--- src/hw/rtl/scc_pkg.sv ---
// Shared types, constants and command tables for the serial camera capture sequencer.
// Used by scc_ctrl, scc_emit and serial_camera_capture_sequencer.
`default_nettype none

package scc_pkg;

    // Default number of size-query reply bytes captured before the image read
    localparam int SIZE_REPLY_LEN_DEF = 9;

    // Positions of the image length bytes in the size-query reply
    localparam int LEN_HI_POS = 7;
    localparam int LEN_LO_POS = 8;

    // Bytes the sequencer reacts to
    localparam logic [7:0] JPEG_START   = 8'hff;
    localparam logic [7:0] JPEG_END_HI  = 8'hd9;
    localparam logic [7:0] JPEG_END_LO  = 8'h76;

    // Command bytes
    localparam logic [7:0] CAM_SYNC     = 8'h56;
    localparam logic [7:0] CAM_ZERO     = 8'h00;
    localparam logic [7:0] CAM_CTRL     = 8'h36;
    localparam logic [7:0] CAM_SIZE     = 8'h34;
    localparam logic [7:0] CAM_READ     = 8'h32;
    localparam logic [7:0] CAM_ONE      = 8'h01;
    localparam logic [7:0] CAM_STOP     = 8'h03;
    localparam logic [7:0] CAM_READ_LEN = 8'h0c;
    localparam logic [7:0] CAM_DELAY    = 8'h0A;

    localparam logic REQ_BYTE    = 1'b0;
    localparam logic REQ_TRIGGER = 1'b1;

    localparam logic DEST_CAMERA = 1'b0;
    localparam logic DEST_HOST   = 1'b1;

    typedef enum logic [1:0] {
        PH_NONE = 2'd0,
        PH_IDLE = 2'd1,
        PH_SHOT = 2'd2,
        PH_SIZE = 2'd3
    } t_phase;

    typedef enum logic [2:0] {
        CMD_NONE,
        CMD_IDLE,
        CMD_SHOT,
        CMD_SIZE,
        CMD_READ
    } t_cmd;

    // Work handed from the control logic to the output sequencer
    typedef struct packed {
        logic       fwd;
        logic [7:0] fwd_byte;
        t_cmd       cmd;
        logic [7:0] len_hi;
        logic [7:0] len_lo;
    } t_job;

    function automatic logic [4:0] cmd_length(input t_cmd cmd);
        case (cmd)
            CMD_IDLE, CMD_SHOT, CMD_SIZE: cmd_length = 5'd5;
            CMD_READ:                     cmd_length = 5'd16;
            default:                      cmd_length = 5'd0;
        endcase
    endfunction

    function automatic logic [7:0] cmd_byte(input t_cmd cmd, input logic [3:0] idx,
                                            input logic [7:0] len_hi,
                                            input logic [7:0] len_lo);
        logic [7:0] b;
        b = CAM_ZERO;
        case (idx)
            4'd0: b = CAM_SYNC;
            4'd1: b = CAM_ZERO;
            4'd2: begin
                case (cmd)
                    CMD_SIZE: b = CAM_SIZE;
                    CMD_READ: b = CAM_READ;
                    default:  b = CAM_CTRL;
                endcase
            end
            4'd3: b = (cmd == CMD_READ) ? CAM_READ_LEN : CAM_ONE;
            4'd4: b = (cmd == CMD_IDLE) ? CAM_STOP : CAM_ZERO;
            4'd5: b = CAM_DELAY;
            4'd12: b = len_hi;
            4'd13: b = len_lo;
            4'd15: b = CAM_DELAY;
            default: b = CAM_ZERO;
        endcase
        cmd_byte = b;
    endfunction

endpackage

`default_nettype wire

--- src/hw/rtl/scc_ctrl.sv ---
// Sequencer state: reply counters, capture of the length bytes, image marker tracking.
// Builds one job per accepted transfer. Depends on scc_pkg.
`default_nettype none

module scc_ctrl #(
    parameter int SIZE_REPLY_LEN = scc_pkg::SIZE_REPLY_LEN_DEF
) (
    input  wire logic        i_clk,
    input  wire logic        i_rst_n,
    input  wire logic        i_accept,
    input  wire logic        i_req_type,
    input  wire logic [7:0]  i_rx_byte,
    output scc_pkg::t_job    o_job
);
    import scc_pkg::*;

    localparam int CW = $clog2(SIZE_REPLY_LEN + 1);

    t_phase        r_phase,    n_phase;
    logic [1:0]    r_idle,     n_idle;
    logic [2:0]    r_shot,     n_shot;
    logic [CW-1:0] r_size,     n_size;
    logic          r_armed,    n_armed;
    logic [CW-1:0] r_cap_idx,  n_cap_idx;
    logic [7:0]    r_len_hi,   n_len_hi;
    logic [7:0]    r_len_lo,   n_len_lo;
    logic          r_reading,  n_reading;
    logic          r_started,  n_started;
    logic          r_saw_end,  n_saw_end;

    always_comb begin
        n_phase   = r_phase;
        n_idle    = r_idle;
        n_shot    = r_shot;
        n_size    = r_size;
        n_armed   = r_armed;
        n_cap_idx = r_cap_idx;
        n_len_hi  = r_len_hi;
        n_len_lo  = r_len_lo;
        n_reading = r_reading;
        n_started = r_started;
        n_saw_end = r_saw_end;

        o_job          = '0;
        o_job.cmd      = CMD_NONE;
        o_job.fwd_byte = i_rx_byte;

        if (i_req_type == REQ_TRIGGER) begin
            n_len_hi  = '0;
            n_len_lo  = '0;
            n_phase   = PH_IDLE;
            n_idle    = '0;
            n_cap_idx = '0;
            n_reading = 1'b0;
            n_started = 1'b0;
            o_job.cmd = CMD_IDLE;
        end else begin
            // count the reply against the pending command
            if (r_phase == PH_IDLE && r_idle < 2'd3) begin
                n_idle = r_idle + 2'd1;
            end else if (r_phase == PH_SHOT && r_shot < 3'd5) begin
                n_shot = r_shot + 3'd1;
            end else if (r_phase == PH_SIZE && r_size < CW'(SIZE_REPLY_LEN)) begin
                n_size = r_size + CW'(1);
            end

            // capture, keeping only the length bytes
            if (r_armed && r_cap_idx < CW'(SIZE_REPLY_LEN)) begin
                if (r_cap_idx == CW'(LEN_HI_POS)) begin
                    n_len_hi = i_rx_byte;
                end
                if (r_cap_idx == CW'(LEN_LO_POS)) begin
                    n_len_lo = i_rx_byte;
                end
                n_cap_idx = r_cap_idx + CW'(1);
            end

            if (i_rx_byte == JPEG_START) begin
                n_started = 1'b1;
            end

            if (i_rx_byte == JPEG_END_HI) begin
                n_saw_end = 1'b1;
            end else if (i_rx_byte == JPEG_END_LO && r_saw_end) begin
                n_started = 1'b0;
                n_saw_end = 1'b0;
                n_len_hi  = '0;
                n_len_lo  = '0;
            end else begin
                n_saw_end = 1'b0;
            end

            o_job.fwd = r_reading && n_started;

            if (n_idle >= 2'd3) begin
                n_phase   = PH_SHOT;
                n_idle    = '0;
                n_shot    = '0;
                n_cap_idx = '0;
                o_job.cmd = CMD_SHOT;
            end else if (n_shot == 3'd5) begin
                n_phase   = PH_SIZE;
                n_shot    = '0;
                n_size    = '0;
                n_armed   = 1'b1;
                o_job.cmd = CMD_SIZE;
            end else if (n_size == CW'(SIZE_REPLY_LEN)) begin
                n_size    = '0;
                n_phase   = PH_NONE;
                n_armed   = 1'b0;
                n_reading = 1'b1;
                n_started = 1'b0;
                n_cap_idx = '0;
                o_job.cmd = CMD_READ;
            end
        end

        o_job.len_hi = n_len_hi;
        o_job.len_lo = n_len_lo;
    end

    always_ff @(posedge i_clk) begin
        if (!i_rst_n) begin
            r_phase   <= PH_NONE;
            r_idle    <= '0;
            r_shot    <= '0;
            r_size    <= '0;
            r_armed   <= 1'b0;
            r_cap_idx <= '0;
            r_len_hi  <= '0;
            r_len_lo  <= '0;
            r_reading <= 1'b0;
            r_started <= 1'b0;
            r_saw_end <= 1'b0;
        end else if (i_accept) begin
            r_phase   <= n_phase;
            r_idle    <= n_idle;
            r_shot    <= n_shot;
            r_size    <= n_size;
            r_armed   <= n_armed;
            r_cap_idx <= n_cap_idx;
            r_len_hi  <= n_len_hi;
            r_len_lo  <= n_len_lo;
            r_reading <= n_reading;
            r_started <= n_started;
            r_saw_end <= n_saw_end;
        end
    end

endmodule

`default_nettype wire

--- src/hw/rtl/scc_emit.sv ---
// Output sequencer: plays one job out as a run of transfers through the output register.
// Depends on scc_pkg.
`default_nettype none

module scc_emit (
    input  wire logic        i_clk,
    input  wire logic        i_rst_n,
    input  wire logic        i_load,
    input  wire scc_pkg::t_job i_job,
    output logic             o_free,
    output logic             o_out_valid,
    input  wire logic        i_out_stall,
    output logic             o_dest,
    output logic [7:0]       o_out_byte,
    output logic             o_last
);
    import scc_pkg::*;

    logic       r_fwd_pend;
    logic [7:0] r_fwd_byte;
    t_cmd       r_cmd;
    logic [3:0] r_cidx;
    logic [7:0] r_len_hi;
    logic [7:0] r_len_lo;

    logic       r_valid;
    logic       r_dest;
    logic [7:0] r_byte;
    logic       r_last;

    logic       busy;
    logic       adv;
    logic       last_now;
    logic [4:0] cmd_len;

    assign cmd_len  = cmd_length(r_cmd);
    assign busy     = r_fwd_pend || (r_cmd != CMD_NONE);
    assign adv      = busy && (!r_valid || !i_out_stall);
    assign last_now = r_fwd_pend ? (r_cmd == CMD_NONE)
                                 : ({1'b0, r_cidx} == cmd_len - 5'd1);
    assign o_free   = !busy || (adv && last_now);

    always_ff @(posedge i_clk) begin
        if (!i_rst_n) begin
            r_fwd_pend <= 1'b0;
            r_cmd      <= CMD_NONE;
            r_cidx     <= '0;
        end else if (i_load) begin
            r_fwd_pend <= i_job.fwd;
            r_cmd      <= i_job.cmd;
            r_cidx     <= '0;
        end else if (adv) begin
            if (last_now) begin
                r_fwd_pend <= 1'b0;
                r_cmd      <= CMD_NONE;
            end else if (r_fwd_pend) begin
                r_fwd_pend <= 1'b0;
            end else begin
                r_cidx <= r_cidx + 4'd1;
            end
        end
    end

    always_ff @(posedge i_clk) begin
        if (i_load) begin
            r_fwd_byte <= i_job.fwd_byte;
            r_len_hi   <= i_job.len_hi;
            r_len_lo   <= i_job.len_lo;
        end
    end

    always_ff @(posedge i_clk) begin
        if (!i_rst_n) begin
            r_valid <= 1'b0;
        end else if (adv) begin
            r_valid <= 1'b1;
        end else if (!i_out_stall) begin
            r_valid <= 1'b0;
        end
    end

    always_ff @(posedge i_clk) begin
        if (adv) begin
            r_dest <= r_fwd_pend ? DEST_HOST : DEST_CAMERA;
            r_byte <= r_fwd_pend ? r_fwd_byte
                                 : cmd_byte(r_cmd, r_cidx, r_len_hi, r_len_lo);
            r_last <= last_now;
        end
    end

    assign o_out_valid = r_valid;
    assign o_dest      = r_dest;
    assign o_out_byte  = r_byte;
    assign o_last      = r_last;

endmodule

`default_nettype wire

--- src/hw/rtl/serial_camera_capture_sequencer.sv ---
// Serial camera capture sequencer, top level. The first result of a transfer goes from
// the job registers of the output sequencer into its output register. A transfer has N
// results (0 to 17); the output sequencer sends one byte a cycle while not stalled.
// Reset is synchronous, active low: all counters, flags and phases and the length bytes
// held in scc_ctrl clear; the byte copies in scc_emit and its output bytes do not.
// Depends on scc_pkg, scc_ctrl and scc_emit.
`default_nettype none

module serial_camera_capture_sequencer #(
    parameter int SIZE_REPLY_LEN = scc_pkg::SIZE_REPLY_LEN_DEF
) (
    input  wire logic       i_clk,
    input  wire logic       i_rst_n,

    // camera bytes and trigger requests
    input  wire logic       i_in_valid,
    output logic            o_in_stall,
    input  wire logic       i_req_type,
    input  wire logic [7:0] i_rx_byte,

    // bytes for the camera or the host
    output logic            o_out_valid,
    input  wire logic       i_out_stall,
    output logic            o_dest,
    output logic [7:0]      o_out_byte,
    output logic            o_last
);
    import scc_pkg::*;

    logic accept;
    logic emit_free;
    t_job job;

    // Take a new transfer once the sequencer is empty or is sending its final byte this
    // cycle; a downstream stall on the byte in the output register holds the input as well.
    assign o_in_stall = !emit_free;
    assign accept     = i_in_valid && !o_in_stall;

    // Update all counters and flags in the cycle of acceptance and describe what to send
    scc_ctrl #(
        .SIZE_REPLY_LEN (SIZE_REPLY_LEN)
    ) u_ctrl (
        .i_clk      (i_clk),
        .i_rst_n    (i_rst_n),
        .i_accept   (accept),
        .i_req_type (i_req_type),
        .i_rx_byte  (i_rx_byte),
        .o_job      (job)
    );

    // Play the forwarded byte first, then the command bytes, one transfer a cycle while not stalled
    scc_emit u_emit (
        .i_clk       (i_clk),
        .i_rst_n     (i_rst_n),
        .i_load      (accept),
        .i_job       (job),
        .o_free      (emit_free),
        .o_out_valid (o_out_valid),
        .i_out_stall (i_out_stall),
        .o_dest      (o_dest),
        .o_out_byte  (o_out_byte),
        .o_last      (o_last)
    );

endmodule

`default_nettype wire

--- config.mk ---
export PLATFORM = sky130hd
export DESIGN_NAME = serial_camera_capture_sequencer
export DESIGN_NICKNAME = d
export VERILOG_FILES = /design/src/hw/rtl/scc_pkg.sv /design/src/hw/rtl/scc_ctrl.sv /design/src/hw/rtl/scc_emit.sv /design/src/hw/rtl/serial_camera_capture_sequencer.sv
export SDC_FILE = /design/constraint.sdc
export NUM_CORES = 1
export LEC_CHECK = 0
export BUFFER_PORTS_ARGS = -buffer_cell sky130_fd_sc_hd__buf_4
export CORE_MARGIN = 2
export CORE_UTILIZATION = 30
export CTS_BUF_LIST = sky130_fd_sc_hd__clkbuf_16
export DETAILED_ROUTE_END_ITERATION = 7
export PLACE_DENSITY = 0.47
export SLEW_MARGIN = 5
export SYNTH_ARGS = -nofsm -noshare
export SYNTH_HDL_FRONTEND = slang
export SYNTH_SLANG_ARGS = --single-unit
export TNS_END_PERCENT = 50
--- constraint.sdc ---
create_clock -name i_clk -period 7.7 [get_ports i_clk]
set_input_delay 1.155 -clock i_clk [delete_from_list [all_inputs] [get_ports i_clk]]
set_output_delay 1.155 -clock i_clk [all_outputs]
set_load 0.02 [all_outputs]
==> reports/metrics.yaml <==
status: "finished, final reports clean"
pwr-share-comb_pct: 7.1
fp.dieH_um: 119
clock_power_share_pct: 42.8
utilization_pct: 35.6
start_util_pct: 31.0
antenna_found_initial: 0
async_flop_share_pct: 0
synth_area_per_cell_um2: 9.10
fin_crit_sh_pct: 43.6
syn_nets: 459
syn-cell-area_um2: 3950
clkLatencyLatePin_ns: 0.33
finalSetupViolCount: 0
drv_slew: 0
hpwl_um: 6470
worst_pin_slew_ns: 0.978
final_cell_mix: "nand2_1 (82), dfxtp_1 (44), a21oi_1 (43)"
synth-adder-area-share_pct: 3.80
p_per_area_nw_per_um2: 198
die_w_um: 119
rr_worst_depth: 10
grtUsageTotal_pct: 14.0
p_switching_mw: 0.217
timing.rr.start: "u_emit.r_cmd[1]"
layout_commonest_cell: "nand2_1"
finalWeightedCongestion: 0.811
swShare_pct: 24.3
endpoint_kind: "output pin"
drt-wirelength-per-cell_um: 15.0
synth_top_family_by_area: "simple AND/OR/NAND/NOR gates"
p_leak_nw: 1.58
fin_area_um2: 4530
clk_pin_slew_ns: 0.06
place_area_um2: 4270
finalNetCount: 475
htreeDepth: 3
hold_slack_ns: 0.456
insertedDiodeCount: 0
ant_nets: 0
first_pass_iters: 4
ys_seq_elements: 78
synth_compound_area_share_pct: 19.5
placementRows: 41
synth.distinct_cells: 58
intPower_mw: 0.677
worst_ep_arrival_time_ns: 2.20
clock-sinks: 78
grt_max_degree: 38
multiInputGateArea_um2: 1900
syn_inst: 434
cp.required_ns: 6.55
grt_pass1_wl_um: 15700
holdBufCountCts: 0
muxShareOfSynthArea_pct: 4.18
routed_wl_um: 9380
hold_end: "u_ctrl.r_len_lo[4]"
finClkSkew_ns: 0.00576
rrSetupSlack_ns: 4.54
synth_top_area_share_pct: 25.8
slew_headroom_pct: 34.8
cp-start-kind: "flop"
fmax_ghz: 0.298
worstSetupPathType: "reg2out"
num_io_pins: 25
tns_ns: 0
yosys_warnings: 0
period_needed_ns: 3.35
synth-simple-area-share_pct: 19.9
route.detailed.drc: 0
reg2reg_to: "u_ctrl.r_size[2]"
core_area_um2: 12700
synth_top_area_cell: "edfxtp_1"
avgViaCountPerCell: 5.04
root_buffer: "clkbuf_16"
hold_depth: 2
drv_cap: 0
hold_violations: 0
syn_to_final_growth_pct: 14.6
seqPwrFrac_pct: 50.1
synthFlopType: "dfxtp_1"
drt_iter0_drc: 247
grt_pass1_vias: 2908
ff_latch_area_um2: 1900
ir_drop_mv: 0.0875
crit_fanout: 7
synth_edf_count: 34
vias: 3160
min-delay-start: "u_ctrl.r_len_lo[4]"
hp-class: "reg2reg"
final_layout_size_suffix_gt1_share_pct: 11.9
ys_seq_area_share_pct: 48.1
cts_buffers: 9
synth_area_leaders: "edfxtp_1 (26%), dfxtp_1 (22%), nand2_1 (7.8%)"
port_buffers: 24
fillerInstances: 1337
clockBufferDepth: 2
cts_tree: "yes"
cts_setup_buffers: 0
grt_setup_unrepaired: "false"
ctsResizeCount: 0
grt-ovfl-total: 0
synthXorXnorAreaFrac_pct: 0.665
total_power_mw: 0.894
die_area_um2: 14100
==> state kept, by name (all words and copies together), names as in the netlist, 4 cells and up <==
signal / count
u_ctrl.r_cap_idx: 4
u_emit.o_out_byte: 8
u_ctrl.r_size: 4
u_emit.r_len_lo: 8
u_emit.r_cidx: 4
u_ctrl.r_len_hi: 8
u_emit.r_len_hi: 8
u_ctrl.r_len_lo: 8
u_emit.r_fwd_byte: 8
==> critical path: stages, from the launching register on <==
cell and delay [ns]:
dfxtp_1 0.36, nor2_1 0.11, nand2_1 0.14, ha_1 0.25, or3_4 0.42, a211oi_4 0.30
nor2_1 0.11, buf_4 0.17
==> cells in the mapped netlist, types with 9 or more instances <==
cell type / count
o21ai_0: 26
o22ai_1: 9
inv_1: 15
clkbuf_1: 15
nand3_1: 11
nor2_1: 34
dfxtp_1: 44
mux2i_1: 12
a21oi_1: 43
edfxtp_1: 34
ha_1: 12
nand2_1: 82
==> how the worst max path moves through the flow <==
stage | depth (start not counted) | endpoint | startpoint
after floorplan | 3 | o_in_stall | i_out_stall
after detailed placement | 8 | u_ctrl.r_size[2] | i_out_stall
final | 7 | o_in_stall | u_emit.r_cmd[1]
after global placement | 8 | u_ctrl.r_size[2] | i_out_stall
after CTS | 7 | o_in_stall | u_emit.r_cmd[1]
after global routing | 10 | u_ctrl.r_phase[0] | u_emit.r_cmd[0]
==> through the flow <==
step,std cells,setup slack [ns]
finish,627,4.35
global route,627,4.12
CTS,627,4.34
detailed placement,611,4.26
global placement,611,4.34
floorplan,434,4.76
==> per-layer routing <==
metal / vias to the layer above / routed length, um / global-route usage [%]
met4: 0 / 156 / 4.46
met3: 13 / 387 / 3.38
met2: 61 / 4140 / 20.6
met5: - / 0 / 0
met1: 1493 / 4690 / 20.2
li1: 1593 / - / -
==> cell families (layout without fill, tap and decap cells) <==
logic type | Yosys count | in the layout
AND/OR/NAND/NOR | 169 | 169
AO/OA/AOI/OAI | 120 | 120
flip-flops | 78 | 78
buffers and inverters | 36 | 57
multiplexers | 16 | 16
adder cells (fa/ha/maj) | 12 | 12
XOR/XNOR | 3 | 3
==> power groups by stage <==
stage | logic (mW) | registers, mW | clock network, mW
after detailed placement | 0.0642 | 0.457 | 0
after CTS | 0.0645 | 0.448 | 0.393
final | 0.0634 | 0.448 | 0.383
after global routing | 0.0707 | 0.449 | 0.414
after floorplan | 0.0363 | 0.459 | 0
after global placement | 0.0639 | 0.457 | 0
==> layout make-up <==
class / count / share of cell area [%]
inverters: 16 / 1.33
multi-input cells: 320 / 42.0
clock buffers: 9 / 4.98
repair buffers: 25 / 4.15
clock inverters: 7 / 0.802
flip-flops and latches: 78 / 42.0
well taps: 172 / 4.75
Note: power is estimated with default switching activity, not from simulation.
